**src/sv/saturation_degree_graph_coloring_assert.svh**
```systemverilog
// Assertion macros shared by the colouring engine RTL.
`ifndef SATURATION_DEGREE_GRAPH_COLORING_ASSERT_SVH
`define SATURATION_DEGREE_GRAPH_COLORING_ASSERT_SVH
`ifndef SYNTH
// Property that must hold at every clock edge outside reset.
`define SDGC_ASSERT(lbl, prop, msg) \
	lbl: assert property (@(posedge clk) disable iff (!arst_n) (prop)) else $error(msg);
// Condition that must be followed by a consequence in the next cycle.
`define SDGC_ASSERT_NEXT(lbl, ante, cons, msg) \
	lbl: assert property (@(posedge clk) disable iff (!arst_n) (ante) |=> (cons)) else $error(msg);
`else
`define SDGC_ASSERT(lbl, prop, msg)
`define SDGC_ASSERT_NEXT(lbl, ante, cons, msg)
`endif
`endif

```
**src/sv/sdgc_pkg.sv**
```systemverilog
// Shared types, codes and constants of the DSATUR colouring engine.
`timescale 1ns / 1ps
package sdgc_pkg;

	localparam int DEF_MAX_NODES  = 64;
	localparam int DEF_MAX_COLORS = 16;
	localparam int LFSR_W         = 16;
	localparam logic [LFSR_W-1:0] LFSR_TAPS = 16'hB400;

	localparam logic [6:0]  RST_NODE_COUNT  = 7'd64;
	localparam logic [4:0]  RST_COLOR_COUNT = 5'd16;
	localparam logic [15:0] RST_SEED        = 16'd1;

	typedef enum logic [1:0] {
		OP_ADD   = 2'd0,
		OP_CLEAR = 2'd1,
		OP_RUN   = 2'd2,
		OP_READ  = 2'd3
	} op_t;

	typedef enum logic [1:0] {
		REG_NODE_COUNT  = 2'd0,
		REG_COLOR_COUNT = 2'd1,
		REG_SEED        = 2'd2
	} reg_idx_t;

	typedef enum logic [3:0] {
		ST_IDLE,
		ST_ADD_A,
		ST_ADD_B,
		ST_READ,
		ST_SCAN,
		ST_CHOOSE,
		ST_MOD,
		ST_COMMIT,
		ST_UPD,
		ST_DONE
	} state_t;

	// Control word of a store: read, write and invalidate-all.
	typedef struct packed {
		logic rd;
		logic wr;
		logic clr;
	} mem_ctl_t;

	// One step of the Galois fallback generator.
	function automatic logic [LFSR_W-1:0] lfsr_step(input logic [LFSR_W-1:0] v);
		logic [LFSR_W-1:0] s;
		s = v >> 1;
		if (v[0]) begin
			s = s ^ LFSR_TAPS;
		end
		return s;
	endfunction

endpackage

```
**src/sv/sdgc_mod.sv**
```systemverilog
// Bit-serial remainder unit for the fallback colour, one dividend bit per cycle.
`timescale 1ns / 1ps
module sdgc_mod #(
	parameter int KW = 5
) (
	input  logic                        clk,
	input  logic                        arst_n,
	input  logic                        start,
	input  logic [sdgc_pkg::LFSR_W-1:0] value,
	input  logic [KW-1:0]               divisor,
	output logic                        done,
	output logic [KW-1:0]               rem
);
	import sdgc_pkg::*;

	localparam int CW = $clog2(LFSR_W + 1);

	logic              busy_q;
	logic              done_q;
	logic [CW-1:0]     cnt_q;
	logic [LFSR_W-1:0] val_q;
	logic [KW-1:0]     div_q;
	logic [KW-1:0]     rem_q;
	logic [KW:0]       trial;
	logic [KW-1:0]     rem_nxt;

	// Restoring step: shift in the next bit, subtract the divisor when it fits.
	always_comb begin
		trial = {rem_q, val_q[LFSR_W-1]};
		if (trial >= {1'b0, div_q}) begin
			rem_nxt = KW'(trial - {1'b0, div_q});
		end else begin
			rem_nxt = KW'(trial);
		end
	end

	always_ff @(posedge clk or negedge arst_n) begin
		if (!arst_n) begin
			busy_q <= 1'b0;
			done_q <= 1'b0;
			cnt_q  <= '0;
		end else begin
			done_q <= 1'b0;
			if (start) begin
				busy_q <= 1'b1;
				cnt_q  <= CW'(LFSR_W);
			end else if (busy_q) begin
				cnt_q <= cnt_q - CW'(1);
				if (cnt_q == CW'(1)) begin
					busy_q <= 1'b0;
					done_q <= 1'b1;
				end
			end
		end
	end

	// Operand and partial remainder registers.
	always_ff @(posedge clk) begin
		if (start) begin
			val_q <= value;
			div_q <= divisor;
			rem_q <= '0;
		end else if (busy_q) begin
			val_q <= val_q << 1;
			rem_q <= rem_nxt;
		end
	end

	assign done = done_q;
	assign rem  = rem_q;

endmodule

```
**config.mk**
```make
export PLATFORM = sky130hd
export DESIGN_NAME = sdgc_mod
export DESIGN_NICKNAME = d
export VERILOG_FILES = /design/src/sv/saturation_degree_graph_coloring_assert.svh /design/src/sv/sdgc_pkg.sv /design/src/sv/sdgc_mod.sv
export SDC_FILE = /design/constraint.sdc
export NUM_CORES = 1
export LEC_CHECK = 0
export ABC_AREA = 1
export BUFFER_PORTS_ARGS = -buffer_cell sky130_fd_sc_hd__buf_2
export CELL_PAD_IN_SITES_DETAIL_PLACEMENT = 0
export CELL_PAD_IN_SITES_GLOBAL_PLACEMENT = 2
export CORE_ASPECT_RATIO = 2
export CORE_UTILIZATION = 35
export DETAILED_ROUTE_END_ITERATION = 8
export PLACE_DENSITY = 0.91
export SLEW_MARGIN = 10
export SYNTH_ARGS = -nofsm -noshare
export SYNTH_HDL_FRONTEND = slang
export SYNTH_SLANG_ARGS = --single-unit
```
**constraint.sdc**
```tcl
create_clock -name clk -period 3.1 [get_ports clk]
set_clock_uncertainty 0.05 [all_clocks]
set_input_delay 0.62 -clock clk [delete_from_list [all_inputs] [get_ports clk]]
set_output_delay 0.62 -clock clk [all_outputs]
set_load 0.01 [all_outputs]
```
==> reports/results.tsv <==
metric	value	unit
Top FF cell, synth	edfxtp_1	
most frequent cells after synthesis	82 x nand2_1, 27 x inv_1, 21 x edfxtp_1	
FF+latch count, synth	33	
Slew Limit Fails	0	
Post-CTS Setup Bufs	0	
Post-Syn Area	0.00166	sq mm
first-pass GRT wire length	5510	microns
min-delay worst type	in -> async	
VDD IR max	0.000397	V
most instantiated library cell after synthesis	nand2_1	
drt first pass iters	4	
grt met2 use	28.3	%
Reg2Reg Launch Point	val_q[15]	
Via density	4.54	
initial antenna violation count	0	
Cell Pwr Density	701	mW/mm^2
CTS root buf	clkbuf_8	
post-synthesis net count	222	
Area growth syn-to-layout	18.4	%
die area	0.00503	sq mm
Netlist cell types	24	
fraction of layout instances using a drive strength above 1	20.4	%
maximum net fanout on the critical path	5	
GR Overflow Total	0	
Num CTS Buffers	5	
largest net degree at the start of global routing	20	
Ys Warns	0	
Clock H-tree levels	2	
met1 usage	14.6	%
part of the Yosys area used for sequential elements	54.6	%
FILL cells	516	
ys async rst share	21.2	%
n_diodes	0	
via count	1270	
number of synthesized flops with an enable pin	21	
Nets	256	
Core Footprint	0.00455	sq mm
Die W	50.7	microns
starting density of the core	36.4	%
cts repair resizes	0	
Yosys top cell area share	38.0	%
Crit. Startpoint	val_q[15]	
leakage	1.04	nW
Sink Count	33	
final setup fails	0	
Cell Rows	35	
Cell Count, Final, Fillers Out	280	
Final Hold Viols	0	
fmax	539	MHz
met3 usage	3.36	%
number of port buffers	29	
Worst EP required	3240	ps
later-pin clock latency in the skew report	290	ps
worst slew pin tran	640	ps
Hold Buf Count CTS	0	
placed insts	272	
vias in the first global route	1202	
RSZ-0062 raised after global routing	false	
fin crit share	59.8	%
post-route ant nets	0	
fin util	43.1	%
Final min period	1850	ps
CTS max path bufs	2	
max_slew headroom	57.3	%
WL/cell	11.7	microns
Worst-path clk slew	70	ps
gp weighted congestion	0.714	
Critical Path Source Type	register	
DRC	0	
setup TNS	0	ps
Die Ht	99.3	microns
status	complete, no violations	
Syn Area/Cell	8.73	sq um
critical path capture point type	register	
largest cells by area after synthesis	edfxtp_1 38%, nand2_1 19%, dfrtp_1 11%	
initial drt markers	17	
Crit Path Category	reg -> reg	
final WL	3270	microns
cells after synthesis	190	
worst endpoint data arrival time	1990	ps
GR peak layer	met2	
All-Layer GR Usage	15.3	%
dpl hpwl	2630	microns
TritonCTS clock tree	yes	
top-level port count	30	
area leader, netlist	edfxtp_1	
Max-Cap Viols	0	
## critical path, stage by stage (launching register included)
cell,delay [ps]
edfxtp_1,360
inv_1,90
ha_1,140
inv_1,60
fa_1,420
inv_1,70
nand2_1,70
inv_1,70
nor2_2,40
nor2_2,180
nand2_1,80
nand3_1,80
nand2_1,50
## through the flow
step                setup WS (ps)  hold slack (ps)  area, sq um  total power [W]
floorplan                    1420              274         1660         0.000901
global placement             1200              416         1860          0.00104
detailed placement           1170              416         1860          0.00104
CTS                          1230             95.6         1960          0.00140
global route                 1020             93.7         1960          0.00149
finish                       1250             98.9         1960          0.00138
## cells in the final DEF, fill, tap and decap left out, drive strengths merged
cell	synthesis	layout
fa	1	1
nor2	12	12
dfxtp	5	5
clkinv	1	2
edfxtp	21	21
nand4	2	2
buf	3	30
inv	27	27
ha	7	7
nand2	84	84
o22ai	1	1
clkbuf	0	7
o21ai	4	4
a31oi	1	1
a21boi	1	1
dfrtp	7	7
xnor2	1	1
nand3	9	9
a21oi	3	3
## power breakdown
group / switching, W / internal (W) / total [W]
registers: 0.0000552 / 0.000544 / 0.000599
logic: 0.000258 / 0.000163 / 0.000420
clock network: 0.000156 / 0.000201 / 0.000356
## registers in the layout, summed over array words and instances (netlist names)
signal / count
busy_q: 1
cnt_q: 5
div_q: 5
done: 1
rem: 5
val_q: 16
## cell type report
type / instances / area (sq um) / area share, %
clock buffers: 7 / 96.3 / 4.91
clock inverters: 1 / 5.00 / 0.255
inverters: 28 / 105 / 5.35
multi-input cells: 126 / 629 / 32.1
flip-flops and latches: 33 / 906 / 46.1
well taps: 55 / 68.8 / 3.51
repair buffers: 30 / 153 / 7.78
## logic make-up (layout without fill, tap and decap cells)
logic type / count (synthesis) / count (layout) / synth area share (%)
AO/OA/AOI/OAI: 10 / 10 / 3.55
AND/OR/NAND/NOR: 107 / 107 / 27.4
XOR/XNOR: 1 / 1 / 0.528
adder cells (fa/ha/maj): 8 / 8 / 6.49
buffers and inverters: 31 / 66 / 7.40
flip-flops: 33 / 33 / 54.6
## per-layer routing
layer  wire length [microns]  part of all wire, %  vias to the layer above
met2                    1870                   57                       27
met1                    1160                   36                      572
li1                        -                    -                      662
met3                     108                  3.3                        9
met4                     121                  3.7                        0
met5                       0                    0                        -
## path summary, 6_finish.rpt
| kind | to | slack [ps] | cells past startpoint |
|---|---|---|---|
| max in group asynchronous | cnt_q[2] | 2730 | 1 |
| min | done | 100 | 1 |
| min reg2reg | cnt_q[4] | 440 | 1 |
| max reg2reg | rem[0] | 1250 | 12 |
| max | rem[0] | 1250 | 12 |
| min in group clk | cnt_q[4] | 440 | 1 |
No activity file was read; power rests on OpenSTA's default activity.
