--- src/sv/saturation_degree_graph_coloring_assert.svh ---
// Assertion macros shared by the colouring engine RTL.
`ifndef SATURATION_DEGREE_GRAPH_COLORING_ASSERT_SVH
`define SATURATION_DEGREE_GRAPH_COLORING_ASSERT_SVH
`ifndef SYNTH
// Property that must hold at every clock edge outside reset.
`define SDGC_ASSERT(lbl, prop, msg) \
	lbl: assert property (@(posedge clk) disable iff (!arst_n) (prop)) else $error(msg);
// Condition that must be followed by a consequence in the next cycle.
`define SDGC_ASSERT_NEXT(lbl, ante, cons, msg) \
	lbl: assert property (@(posedge clk) disable iff (!arst_n) (ante) |=> (cons)) else $error(msg);
`else
`define SDGC_ASSERT(lbl, prop, msg)
`define SDGC_ASSERT_NEXT(lbl, ante, cons, msg)
`endif
`endif

--- src/sv/sdgc_pkg.sv ---
// Shared types, codes and constants of the DSATUR colouring engine.
`timescale 1ns / 1ps
package sdgc_pkg;

	localparam int DEF_MAX_NODES  = 64;
	localparam int DEF_MAX_COLORS = 16;
	localparam int LFSR_W         = 16;
	localparam logic [LFSR_W-1:0] LFSR_TAPS = 16'hB400;

	localparam logic [6:0]  RST_NODE_COUNT  = 7'd64;
	localparam logic [4:0]  RST_COLOR_COUNT = 5'd16;
	localparam logic [15:0] RST_SEED        = 16'd1;

	typedef enum logic [1:0] {
		OP_ADD   = 2'd0,
		OP_CLEAR = 2'd1,
		OP_RUN   = 2'd2,
		OP_READ  = 2'd3
	} op_t;

	typedef enum logic [1:0] {
		REG_NODE_COUNT  = 2'd0,
		REG_COLOR_COUNT = 2'd1,
		REG_SEED        = 2'd2
	} reg_idx_t;

	typedef enum logic [3:0] {
		ST_IDLE,
		ST_ADD_A,
		ST_ADD_B,
		ST_READ,
		ST_SCAN,
		ST_CHOOSE,
		ST_MOD,
		ST_COMMIT,
		ST_UPD,
		ST_DONE
	} state_t;

	// Control word of a store: read, write and invalidate-all.
	typedef struct packed {
		logic rd;
		logic wr;
		logic clr;
	} mem_ctl_t;

	// One step of the Galois fallback generator.
	function automatic logic [LFSR_W-1:0] lfsr_step(input logic [LFSR_W-1:0] v);
		logic [LFSR_W-1:0] s;
		s = v >> 1;
		if (v[0]) begin
			s = s ^ LFSR_TAPS;
		end
		return s;
	endfunction

endpackage

--- src/sv/sdgc_node_mem.sv ---
// Per-node colouring state store, invalidated at the start of a run.
`timescale 1ns / 1ps
module sdgc_node_mem #(
	parameter int MAX_NODES  = sdgc_pkg::DEF_MAX_NODES,
	parameter int MAX_COLORS = sdgc_pkg::DEF_MAX_COLORS
) (
	input  logic                                            clk,
	input  logic                                            arst_n,
	input  sdgc_pkg::mem_ctl_t                              ctl,
	input  logic [$clog2(MAX_NODES)-1:0]                    rd_addr,
	input  logic [$clog2(MAX_NODES)-1:0]                    wr_addr,
	input  logic [$clog2(MAX_COLORS+1)-1:0]                 wr_sat,
	input  logic [MAX_COLORS-1:0]                           wr_mask,
	input  logic [((MAX_COLORS > 1) ? $clog2(MAX_COLORS) : 1)-1:0] wr_color,
	input  logic                                            wr_colored,
	input  logic                                            wr_fb,
	output logic [$clog2(MAX_COLORS+1)-1:0]                 rd_sat,
	output logic [MAX_COLORS-1:0]                           rd_mask,
	output logic [((MAX_COLORS > 1) ? $clog2(MAX_COLORS) : 1)-1:0] rd_color,
	output logic                                            rd_colored,
	output logic                                            rd_fb
);
	import sdgc_pkg::*;

	localparam int SW  = $clog2(MAX_COLORS + 1);
	localparam int CLW = (MAX_COLORS > 1) ? $clog2(MAX_COLORS) : 1;
	localparam int EW  = SW + MAX_COLORS + CLW + 2;

	logic [EW-1:0]        ent_mem [MAX_NODES];
	logic [MAX_NODES-1:0] vld_q;
	logic [EW-1:0]        ent_s1;
	logic                 rvld_s1;
	logic [EW-1:0]        ent_rd;

	// Storage array, one write and one registered read per cycle.
	always_ff @(posedge clk) begin
		if (ctl.wr) begin
			ent_mem[wr_addr] <= {wr_sat, wr_mask, wr_color, wr_colored, wr_fb};
		end
		if (ctl.rd) begin
			ent_s1 <= ent_mem[rd_addr];
		end
	end

	// Valid bits: entries not written in the current run read as all zero.
	always_ff @(posedge clk or negedge arst_n) begin
		if (!arst_n) begin
			vld_q   <= '0;
			rvld_s1 <= 1'b0;
		end else begin
			if (ctl.clr) begin
				vld_q <= '0;
			end else if (ctl.wr) begin
				vld_q[wr_addr] <= 1'b1;
			end
			if (ctl.rd) begin
				rvld_s1 <= vld_q[rd_addr];
			end
		end
	end

	assign ent_rd = rvld_s1 ? ent_s1 : '0;
	assign {rd_sat, rd_mask, rd_color, rd_colored, rd_fb} = ent_rd;

endmodule

--- config.mk ---
export PLATFORM = sky130hd
export DESIGN_NAME = sdgc_node_mem
export DESIGN_NICKNAME = d
export VERILOG_FILES = /design/src/sv/saturation_degree_graph_coloring_assert.svh /design/src/sv/sdgc_pkg.sv /design/src/sv/sdgc_node_mem.sv
export SDC_FILE = /design/constraint.sdc
export NUM_CORES = 2
export LEC_CHECK = 0
export CAP_MARGIN = 20
export CORE_ASPECT_RATIO = 0.9
export CORE_MARGIN = 2
export CORE_UTILIZATION = 25
export CTS_BUF_LIST = sky130_fd_sc_hd__clkbuf_8 sky130_fd_sc_hd__clkbuf_16
export CTS_CLUSTER_DIAMETER = 40
export DETAILED_ROUTE_END_ITERATION = 12
export DONT_BUFFER_PORTS = 1
export GPL_TIMING_DRIVEN = 0
export HOLD_SLACK_MARGIN = 0.02
export PLACE_DENSITY_LB_ADDON = 0.1
export SETUP_SLACK_MARGIN = 0.15
export SYNTH_ARGS = -nofsm -noshare
export SYNTH_HDL_FRONTEND = slang
export SYNTH_SLANG_ARGS = --single-unit
export TNS_END_PERCENT = 5
--- constraint.sdc ---
create_clock -name clk -period 2.37 [get_ports clk]
set_input_delay 0.3555 -clock clk [delete_from_list [all_inputs] [get_ports clk]]
set_output_delay 0.3555 -clock clk [all_outputs]
set_load 0.05 [all_outputs]
==> metrics.txt <==
number of antenna-violating nets in the routed design=0; most area-hungry cell type in the Yosys netlist=sky130_fd_sc_hd__edfxtp_1; flop-to-flop setup slack=-0.01 ns; relative area change from synthesis to final layout=28.1%; depth of the worst register-to-register path=4; post-route core utilization=0.322; most frequent cell after synthesis=sky130_fd_sc_hd__edfxtp_1; Pwr Density=950 mW/mm^2; relative max-transition margin=0.312; clock-pin slew of the registers on the worst-case setup and hold paths=0.05 ns; leading post-synthesis cells by cell area=sky130_fd_sc_hd__edfxtp_1 76%, sky130_fd_sc_hd__mux4_2 18%, sky130_fd_sc_hd__dfrtp_1 2.3%, sky130_fd_sc_hd__nor2_1 1.1%, sky130_fd_sc_hd__clkbuf_1 0.44%; crit share post-route=1.02; # setup viols final=12; initial detailed-routing violation count=3840; maximum fanout encountered on the critical timing path=10; layout cell share with drive strength beyond 1=0.393; total via count after detailed routing=34200; tightest hold margin=0.108 ns; per-instance average area after synthesis=23.9 um^2; Placeable Area=0.276 mm^2; routed len/inst=32.2 um; H-tree Lvls=5; distinct cell type count after synthesis=31; max-capacitance violation count=0; data arrival time of the worst path=3.03 ns; Met1 Routed Length=106000 um; initial antenna violation count=27; nets=3452; Critical Path Start Type=input pin; sequential fraction of the synthesis area=0.784; syn_nets=2951; Critical path buffers and inverters=3; maximum number of pins on one net before global-route repair=65; min-delay worst type=in -> reg; Global Route Usage Sum=0.167; Highest Clock Rate=0.413 GHz; Die Outline Area=0.282 mm^2; worst slew pin tran=1.03 ns; post-place instance area=0.0767 mm^2; static leakage=28.2 nW; most used flip-flop cell after synthesis=sky130_fd_sc_hd__edfxtp_1; total global routing overflow=0; Synth top cells by count=1755 x sky130_fd_sc_hd__edfxtp_1, 549 x sky130_fd_sc_hd__mux4_2, 208 x sky130_fd_sc_hd__nor2_1; setup TNS=-0.267 ns; final setup margin=-0.0505 ns; delay of the slowest cell on the worst path=0.63 ns; maximum number of buffers from clock root to sink=4; total met3 wirelength after detailed routing=12000 um; violated checks=setup timing; number of rows in the core area=183; flops & latches, synth=1820; hold path depth=3; category of the most critical setup path=in -> reg; endpoint of the worst-slack reg-to-reg timing path=ent_s1[13]; worst hold start=wr_addr[2]; TritonRoute pass-1 iters=7; minimum clock period=2.42 ns; Clock Skew=0.0622 ns; final hold viol count=0; final cell area excluding filler cells=0.0888 mm^2; fin. max-slew vios=0; RSZ-0062 raised after global routing=yes; effective utilization at floorplan=0.251; ordered cell list for the critical path=buf_6 -> buf_6 -> buf_2 -> mux4_2 -> mux4_2 -> o22ai_2 -> nor2_1; residual DRC count=0; Cells after Synth=2907; VDD IR-drop max=0.677 mV; vertical die dimension=504 um; Worst-Skew Late Latency=0.89 ns; root buffer cell=sky130_fd_sc_hd__clkbuf_16; critical path data required time=2.98 ns; post-synthesis cell area=0.0693 mm^2; share of Yosys cell area claimed by the top area cell type=0.760; clock sink count=1820; critical path's slowest cell=sky130_fd_sc_hd__mux4_2; first-pass GRT wire length=317000 um; CTS buffer count=313; endpoint kind of the worst setup timing path=register; IO Port Bufs=0; CTS tree=yes; met2 wire length=112000 um; number of warnings printed during yosys synthesis=0; Worst Hold Endpoint=vld_q[55]; cell family contributing the most delay on the critical path=multiplexers; DR vias/cell=4.66; routability cong.=0.762; wire length reported by the detailed router=236000 um; number of flops mapped to enable cells by yosys=1755; via count of the first global-routing pass=35700; chip width=559 um; HPWL reported at the end of detailed placement=160000 um; Async S/R FF share, synth=0.0357; reg-to-reg critical path startpoint=ent_mem[59][13]; outcome=finished, violations left; Highest Signal Layer=met4; I/O pins=71; post-placement worst setup slack=-2.08 ns
-- per-layer routing --
metal	GRT usage	vias up
li1	-	13500
met1	0.231	19100
met2	0.271	1196
met3	0.0270	358
met4	0.0452	0
met5	0	-
-- cells in the final DEF (no fill, tap or decap), types with 34 or more instances in the layout --
cell | Yosys | final
sky130_fd_sc_hd__buf_12 | 0 | 58
sky130_fd_sc_hd__buf_16 | 0 | 56
sky130_fd_sc_hd__buf_4 | 13 | 35
sky130_fd_sc_hd__bufinv_16 | 0 | 34
sky130_fd_sc_hd__clkbuf_16 | 0 | 319
sky130_fd_sc_hd__clkbuf_2 | 0 | 37
sky130_fd_sc_hd__dfrtp_1 | 65 | 64
sky130_fd_sc_hd__dlygate4sd3_1 | 0 | 39
sky130_fd_sc_hd__edfxtp_1 | 1755 | 1755
sky130_fd_sc_hd__mux4_2 | 549 | 549
sky130_fd_sc_hd__nor2_1 | 208 | 149
sky130_fd_sc_hd__nor2_4 | 0 | 59
-- flip-flops by register name, summed over array words and instances (netlist names) --
name	cells
ent_mem	1728
ent_s1	27
rvld_s1	1
vld_q	64
-- cells by family (layout without fill, tap and decap cells) --
family                 count (synthesis)  count (layout)  share of synthesized area
AOI/OAI and AO/OA                     70              70                    0.00677
buffers and inverters                158             883                     0.0106
DFF                                 1820            1820                      0.784
muxes                                569             569                      0.181
other                                  0              13                          0
and+or+nand+nor                      290             290                     0.0178
-- through the flow --
| stage | power (mW) | cells |
|---|---|---|
| 6_report | 84.3 | 7345 |
| 5_1_grt | 86.8 | 7337 |
| 4_1_cts | 85.3 | 7321 |
| 3_5_place_dp | 39.9 | 6711 |
| 3_3_place_gp | 39.7 | 6607 |
| 2_1_floorplan | 38.3 | 2907 |
-- power by group --
part | internal [mW] | total [mW] | leakage [nW] | switching [mW]
sequential | 35.6 | 35.7 | 16.7 | 0.0726
clock | 28.4 | 44.2 | 5.06 | 15.8
combinational | 1.59 | 4.47 | 6.43 | 2.89
total | 65.6 | 84.3 | 28.2 | 18.8
-- repair_timing --
action                                  in CTS  in global routing
hold buffers                                68                  1
endpoints found under the setup margin     143                264
cloned                                       0                  0
buffers inserted                             3                  8
endpoints found under the hold margin     1831                  3
gates resized for setup                    163                 29
pin swaps                                    7                  2
-- area by class of cell --
class / count / area [um^2]
Sequential cell: 1820 / 54300
Tap cell: 3700 / 4630
Antenna cell: 13 / 32.5
Buffer: 156 / 962
Timing Repair Buffer: 186 / 3520
Clock buffer: 322 / 8020
Inverter: 2 / 7.51
Fill cell: 26000 / 187000
Clock inverter: 217 / 2260
Multi-Input combinational cell: 929 / 15000
-- worst reg2reg max path, cell delays in order, from the launching register on --
cell and delay [ns]:
sky130_fd_sc_hd__edfxtp_1 0.36, sky130_fd_sc_hd__mux4_2 0.50, sky130_fd_sc_hd__mux4_2 0.60, sky130_fd_sc_hd__o22ai_1 0.54
sky130_fd_sc_hd__nor2_1 0.09
-- worst max-delay path by stage --
stage	start	depth (start not counted)	to
2_1_floorplan	wr_addr[2]	3	ent_mem[30][0]
3_3_place_gp	rd_addr[1]	7	ent_s1[3]
3_5_place_dp	rd_addr[1]	8	ent_s1[9]
4_1_cts	rd_addr[0]	7	ent_s1[20]
5_1_grt	wr_addr[1]	5	ent_mem[59][4]
6_report	rd_addr[0]	7	ent_s1[9]
Power figures use the tool's default switching activity.
