<file path="src/sv/saturation_degree_graph_coloring_assert.svh">
// Assertion macros shared by the colouring engine RTL.
`ifndef SATURATION_DEGREE_GRAPH_COLORING_ASSERT_SVH
`define SATURATION_DEGREE_GRAPH_COLORING_ASSERT_SVH
`ifndef SYNTH
// Property that must hold at every clock edge outside reset.
`define SDGC_ASSERT(lbl, prop, msg) \
	lbl: assert property (@(posedge clk) disable iff (!arst_n) (prop)) else $error(msg);
// Condition that must be followed by a consequence in the next cycle.
`define SDGC_ASSERT_NEXT(lbl, ante, cons, msg) \
	lbl: assert property (@(posedge clk) disable iff (!arst_n) (ante) |=> (cons)) else $error(msg);
`else
`define SDGC_ASSERT(lbl, prop, msg)
`define SDGC_ASSERT_NEXT(lbl, ante, cons, msg)
`endif
`endif

</file>
<file path="src/sv/sdgc_pkg.sv">
// Shared types, codes and constants of the DSATUR colouring engine.
`timescale 1ns / 1ps
package sdgc_pkg;

	localparam int DEF_MAX_NODES  = 64;
	localparam int DEF_MAX_COLORS = 16;
	localparam int LFSR_W         = 16;
	localparam logic [LFSR_W-1:0] LFSR_TAPS = 16'hB400;

	localparam logic [6:0]  RST_NODE_COUNT  = 7'd64;
	localparam logic [4:0]  RST_COLOR_COUNT = 5'd16;
	localparam logic [15:0] RST_SEED        = 16'd1;

	typedef enum logic [1:0] {
		OP_ADD   = 2'd0,
		OP_CLEAR = 2'd1,
		OP_RUN   = 2'd2,
		OP_READ  = 2'd3
	} op_t;

	typedef enum logic [1:0] {
		REG_NODE_COUNT  = 2'd0,
		REG_COLOR_COUNT = 2'd1,
		REG_SEED        = 2'd2
	} reg_idx_t;

	typedef enum logic [3:0] {
		ST_IDLE,
		ST_ADD_A,
		ST_ADD_B,
		ST_READ,
		ST_SCAN,
		ST_CHOOSE,
		ST_MOD,
		ST_COMMIT,
		ST_UPD,
		ST_DONE
	} state_t;

	// Control word of a store: read, write and invalidate-all.
	typedef struct packed {
		logic rd;
		logic wr;
		logic clr;
	} mem_ctl_t;

	// One step of the Galois fallback generator.
	function automatic logic [LFSR_W-1:0] lfsr_step(input logic [LFSR_W-1:0] v);
		logic [LFSR_W-1:0] s;
		s = v >> 1;
		if (v[0]) begin
			s = s ^ LFSR_TAPS;
		end
		return s;
	endfunction

endpackage

</file>
<file path="src/sv/sdgc_graph_mem.sv">
// Adjacency row and degree store, with per-row valid bits for reset and clear.
`timescale 1ns / 1ps
module sdgc_graph_mem #(
	parameter int MAX_NODES = sdgc_pkg::DEF_MAX_NODES
) (
	input  logic                               clk,
	input  logic                               arst_n,
	input  sdgc_pkg::mem_ctl_t                 ctl,
	input  logic [$clog2(MAX_NODES)-1:0]       rd_addr,
	input  logic [$clog2(MAX_NODES)-1:0]       wr_addr,
	input  logic [MAX_NODES-1:0]               wr_row,
	input  logic [$clog2(MAX_NODES+1)-1:0]     wr_deg,
	output logic [MAX_NODES-1:0]               rd_row,
	output logic [$clog2(MAX_NODES+1)-1:0]     rd_deg
);
	import sdgc_pkg::*;

	localparam int DW = $clog2(MAX_NODES + 1);

	logic [MAX_NODES-1:0] row_mem [MAX_NODES];
	logic [DW-1:0]        deg_mem [MAX_NODES];
	logic [MAX_NODES-1:0] vld_q;
	logic [MAX_NODES-1:0] row_s1;
	logic [DW-1:0]        deg_s1;
	logic                 rvld_s1;

	// Storage array, one write and one registered read per cycle.
	always_ff @(posedge clk) begin
		if (ctl.wr) begin
			row_mem[wr_addr] <= wr_row;
			deg_mem[wr_addr] <= wr_deg;
		end
		if (ctl.rd) begin
			row_s1 <= row_mem[rd_addr];
			deg_s1 <= deg_mem[rd_addr];
		end
	end

	// Valid bits: a row that was never written since the last clear reads as zero.
	always_ff @(posedge clk or negedge arst_n) begin
		if (!arst_n) begin
			vld_q   <= '0;
			rvld_s1 <= 1'b0;
		end else begin
			if (ctl.clr) begin
				vld_q <= '0;
			end else if (ctl.wr) begin
				vld_q[wr_addr] <= 1'b1;
			end
			if (ctl.rd) begin
				rvld_s1 <= vld_q[rd_addr];
			end
		end
	end

	assign rd_row = rvld_s1 ? row_s1 : '0;
	assign rd_deg = rvld_s1 ? deg_s1 : '0;

endmodule

</file>
<file path="config.mk">
export PLATFORM = sky130hd
export DESIGN_NAME = sdgc_graph_mem
export DESIGN_NICKNAME = d
export VERILOG_FILES = /design/src/sv/saturation_degree_graph_coloring_assert.svh /design/src/sv/sdgc_pkg.sv /design/src/sv/sdgc_graph_mem.sv
export SDC_FILE = /design/constraint.sdc
export NUM_CORES = 2
export LEC_CHECK = 0
export BUFFER_PORTS_ARGS = -buffer_cell sky130_fd_sc_hd__buf_2
export CAP_MARGIN = 5
export CORE_ASPECT_RATIO = 0.5
export CORE_MARGIN = 2
export CORE_UTILIZATION = 60
export CTS_BUF_LIST = sky130_fd_sc_hd__clkbuf_4
export CTS_CLUSTER_DIAMETER = 40
export DETAILED_ROUTE_END_ITERATION = 7
export PLACE_DENSITY = 0.87
export SLEW_MARGIN = 20
export SYNTH_ARGS = -nofsm -noshare
export SYNTH_HDL_FRONTEND = slang
export SYNTH_MEMORY_MAX_BITS = 65536
export SYNTH_SLANG_ARGS = --single-unit
</file>
<file path="constraint.sdc">
create_clock -name clk -period 3.95 [get_ports clk]
set_input_delay 0 -clock clk [delete_from_list [all_inputs] [get_ports clk]]
set_output_delay 0 -clock clk [all_outputs]
set_load 0.01 [all_outputs]
</file>
==> results of run 1 <==
## per-stage QoR
stage	utilization (%)	TNS, ns
after floorplan	-	-630.12
after global placement	63.4	0
after detailed placement	63.4	0
## synth_stat cells, drive strengths merged
| master | n |
|---|---|
| nand3 | 10 |
| nand4 | 1 |
| a41o | 1 |
| a211oi | 1 |
| edfxtp | 4615 |
| nand2b | 1 |
| nor2 | 197 |
| or3b | 2 |
| a311oi | 2 |
| a22oi | 146 |
| nand3b | 3 |
| mux4 | 1429 |
| nand2 | 78 |
| nor2b | 7 |
| and2 | 72 |
| a31oi | 2 |
| mux2i | 20 |
| inv | 2 |
| buf | 166 |
| clkbuf | 209 |
| a21oi | 1 |
| or3 | 1 |
| dfrtp | 65 |
## logic make-up after synthesis
family | count (synthesis)
AO/OA/AOI/OAI | 153
AND/OR/NAND/NOR | 372
multiplexers | 1449
buffers and inverters | 377
flip-flops | 4680
==> impl_metrics.yaml, run 1 <==
status:
  status: "aborted with a tool error"
  stop_stage: "4_1_cts"
  stop_error: "[ERROR DPL-0033] detailed placement checks failed during check placement."
placed_design:
  place_hpwl_um: 306000
  dpl_worst_slack_ns: 0.790
  routabilityCongestion: 0.822
  placedCellCount: 11017
  placed_area_um2: 185000
  port_buffers: 158
cts:
  cts_setup_buffers: 0
  h-tree-depth: 6
  cts_hold_buf: 256
  root_buffer: "clkbuf_4"
  cts.sinks: 4680
  cts.repair.resized: 0
  clockBufferDepth: 4
  numCtsBuffers: 967
yosys:
  synth-adder-area-share_pct: 0
  muxShareOfSynthArea_pct: 18.3
  syn_nets: 7119
  synth_cell_type_count: 26
  synth_top_family_by_area: "multiplexers"
  synth-compound-area-share_pct: 0.649
  synth.top_cell.area_share_pct: 78.3
  syn_area_per_cell_um2: 25.2
  yosysTopAreaCell: "edfxtp_1"
  ys_seq_elements: 4680
  synth_area_um2: 177000
  synth_xor_area_share_pct: 0
  yosysSeqAreaShare_pct: 79.2
  synthTopCellsByArea: "edfxtp_1, mux4_2, dfrtp_1, a22oi_1, clkbuf_1"
  synthCells: 7031
  synth-simple-area-share_pct: 0.924
  synth_warnings: 0
floorplan:
  die_h_um: 388
  rows: 140
  die_w_um: 772
  pin_count: 159
  start_util_pct: 60.5
==> run 2: changes to the inputs <==
--- a/config.mk
+++ b/config.mk
@@ -7,13 +7,10 @@
 export LEC_CHECK = 0
 export BUFFER_PORTS_ARGS = -buffer_cell sky130_fd_sc_hd__buf_2
 export CAP_MARGIN = 5
-export CORE_ASPECT_RATIO = 0.5
 export CORE_MARGIN = 2
-export CORE_UTILIZATION = 60
-export CTS_BUF_LIST = sky130_fd_sc_hd__clkbuf_4
-export CTS_CLUSTER_DIAMETER = 40
+export CORE_UTILIZATION = 40
 export DETAILED_ROUTE_END_ITERATION = 7
-export PLACE_DENSITY = 0.87
+export PLACE_DENSITY_LB_ADDON = 0.15
 export SLEW_MARGIN = 20
 export SYNTH_ARGS = -nofsm -noshare
 export SYNTH_HDL_FRONTEND = slang
==> run 2 against run 1 <==
The run now ends clean; synthesized area unchanged; synthesized cell count unchanged.
==> impl_metrics.yaml, run 2 <==
status:
  status: "finished clean"
cts:
  numCtsBuffers: 478
  root_buffer: "clkbuf_16"
  clkTransAtPathRegs_ns: 0.06
  clkLatencyLatePin_ns: 1.06
  cts.sinks: 4680
  cts.repair.resized: 0
  cts_tree: "done"
  clockBufferDepth: 4
  h-tree-depth: 5
yosys:
  yosysSeqAreaShare_pct: 79.2
  synth_common_cells: "edfxtp_1, mux4_2, clkbuf_1"
  syn_nets: 7119
  ys_seq_elements: 4680
  synthCells: 7031
  synth_warnings: 0
  synth-edff-count: 4615
  synth_most_common_cell: "edfxtp_1"
  synth_cell_type_count: 26
  synthTopCellsByArea: "edfxtp_1, mux4_2, dfrtp_1, a22oi_1, clkbuf_1"
  synth.top_cell.area_share_pct: 78.3
  yosysTopAreaCell: "edfxtp_1"
  ys_async_sr_fraction_pct: 1.39
  synth_flop_cell: "edfxtp_1"
  synth_area_um2: 177000
  syn_area_per_cell_um2: 25.2
sta:
  max_freq_mhz: 357
  worst_slack_ns: 1.15
  rsz0062_at_grt: "false"
  min_period_ns: 2.80
  fin_skew_ns: 0.0969
  drv_slew: 0
  hold_viol_final: 0
  slew_headroom_pct: 22.8
  fin_crit_sh_pct: 71.0
  setup_viol: 0
  worstMarginPinSlew_ns: 1.16
placed_design:
  port_buffers: 158
  routabilityCongestion: 0.744
  dpl_worst_slack_ns: 0.662
  placed_area_um2: 188000
  place_hpwl_um: 263000
layout:
  top_register: "row_mem"
  fin_nets: 7783
  syn_to_final_growth_pct: 15.7
  layout_commonest_cell: "edfxtp_1"
  layout-drive-gt1-share_pct: 32.4
  largest_register_ffs: 4096
  stdcell_area_um2: 205000
  final_util_pct: 46.4
  reg.largest.list: "row_mem x4096, deg_mem x448"
  final_cell_mix: "edfxtp_1, mux4_2, clkbuf_16"
setup_path:
  crit_chain: "dlygate4sd3_1 -> buf_12 -> buf_12 -> buf_12 -> buf_4 -> mux2i_1 -> a22oi_1 -> a311oi_1 -> a41o_1 -> a31oi_1 -> dlygate4sd3_1"
  r2r_setup_slack_ns: 1.46
  crit_required_ns: 4.83
  cp_slowest_cell: "dlygate4sd3_1"
  endpoint_kind: "flop"
  max_stage_delay_ns: 0.61
  path_common_cell: "buf_12"
  cpLargestDelayFamily: "buffers and inverters"
  path_buf_inv: 6
  cp_max_fo: 46
  start_kind: "input port"
  cp.depth: 11
  r2r_cells: 4
  path_class: "input port to flop"
  worstPathArrival_ns: 3.68
routing:
  vias: 84395
  wl_per_cell_um: 38.1
  drtAntennaViolNets: 0
  drt_wl_total_um: 535000
  drc: 0
  drt-pass1-iter-count: 7
  routed_via_density: 6.01
  drt_iter0_drc: 10651
power:
  leakagePower_uw: 0.0635
  power_uw: 105000
  ir_drop_mv: 0.423
  power_per_cell_area_nw_per_um2: 514
floorplan:
  start_util_pct: 40.1
  rows: 244
  pin_count: 159
  die_area_um2: 448000
  die_w_um: 669
  die_h_um: 669
  core_um2: 441000
worst_hold_path:
  hold_depth: 2
  min_path_type: "input port to flop"
global_routing:
  grt_util_all_layers_pct: 23.6
  grt-ovfl-total: 0
  antenna_found_initial: 41
  grt_max_degree: 73
  grt_pass1_vias: 84498
  grt_pass1_wl_um: 723000
job:
  max_cap_violations: 0
[run 2: cell counts after synthesis]
Identical to the previous run, type by type.
[run 2: repair_timing]
action | in CTS | in global routing
setup buffers | 0 | 0
hold endpoints to repair | 4839 | 44
hold buffers | 88 | 7
[run 2: cells by family (layout without fill, tap and decap cells)]
group	count (synthesis)	count (layout)	synth area share (%)
AND/OR/NAND/NOR	372	372	0.924
multiplexers	1449	1449	18.3
flip-flops	4680	4680	79.2
AO/OA/AOI/OAI	153	153	0.649
buffers and inverters	377	1445	0.923
other	0	30	0
[run 2: layer usage]
metal / global-route usage [%] / wire [um] / vias up
li1: - / - / 32004
met1: 33.2 / 221000 / 48100
met4: 5.69 / 13700 / 12
met3: 3.54 / 36100 / 704
met5: 0 / 80 / -
met2: 39.2 / 264000 / 3575
[run 2: stage by stage]
| stage | hold WS [ns] | setup TNS [ns] | std cells |
|---|---|---|---|
| final | 0.0538 | 0 | 14033 |
| after global routing | 0.0578 | 0 | 14016 |
| after CTS | 0.0220 | 0 | 13993 |
| after detailed placement | 0.0619 | 0 | 13021 |
| after global placement | 0.0404 | 0 | 13021 |
| after floorplan | -0.296 | -630.12 | 7031 |
[run 2: where the power goes]
group | internal, uW | leakage (uW) | switching [uW] | total, uW
Sequential | 55000 | 0.0425 | 314 | 55300
Combinational | 2030 | 0.0135 | 2770 | 4800
Clock | 25900 | 0.00754 | 19200 | 45100
[run 2: layout make-up]
cell class	count	area, um2
well taps	5904	7390
repair buffers	559	5940
clock inverters	289	3030
diodes	30	75.1
flip-flops and latches	4680	140000
fillers	35932	236000
clock buffers	595	12600
inverters	2	7.51
multi-input cells	1974	35700
[run 2: path summary, 6_finish.rpt]
check | startpoint | endpoint
min reg2reg | vld_q[34] | vld_q[34]
max | rd_addr[2] | rvld_s1
max reg2reg | row_mem[37][18] | row_s1[18]
max in group asynchronous | arst_n | rvld_s1
min | ctl[2] | row_s1[24]
min in group asynchronous | arst_n | vld_q[14]
No activity file was read; power rests on OpenSTA's default activity.
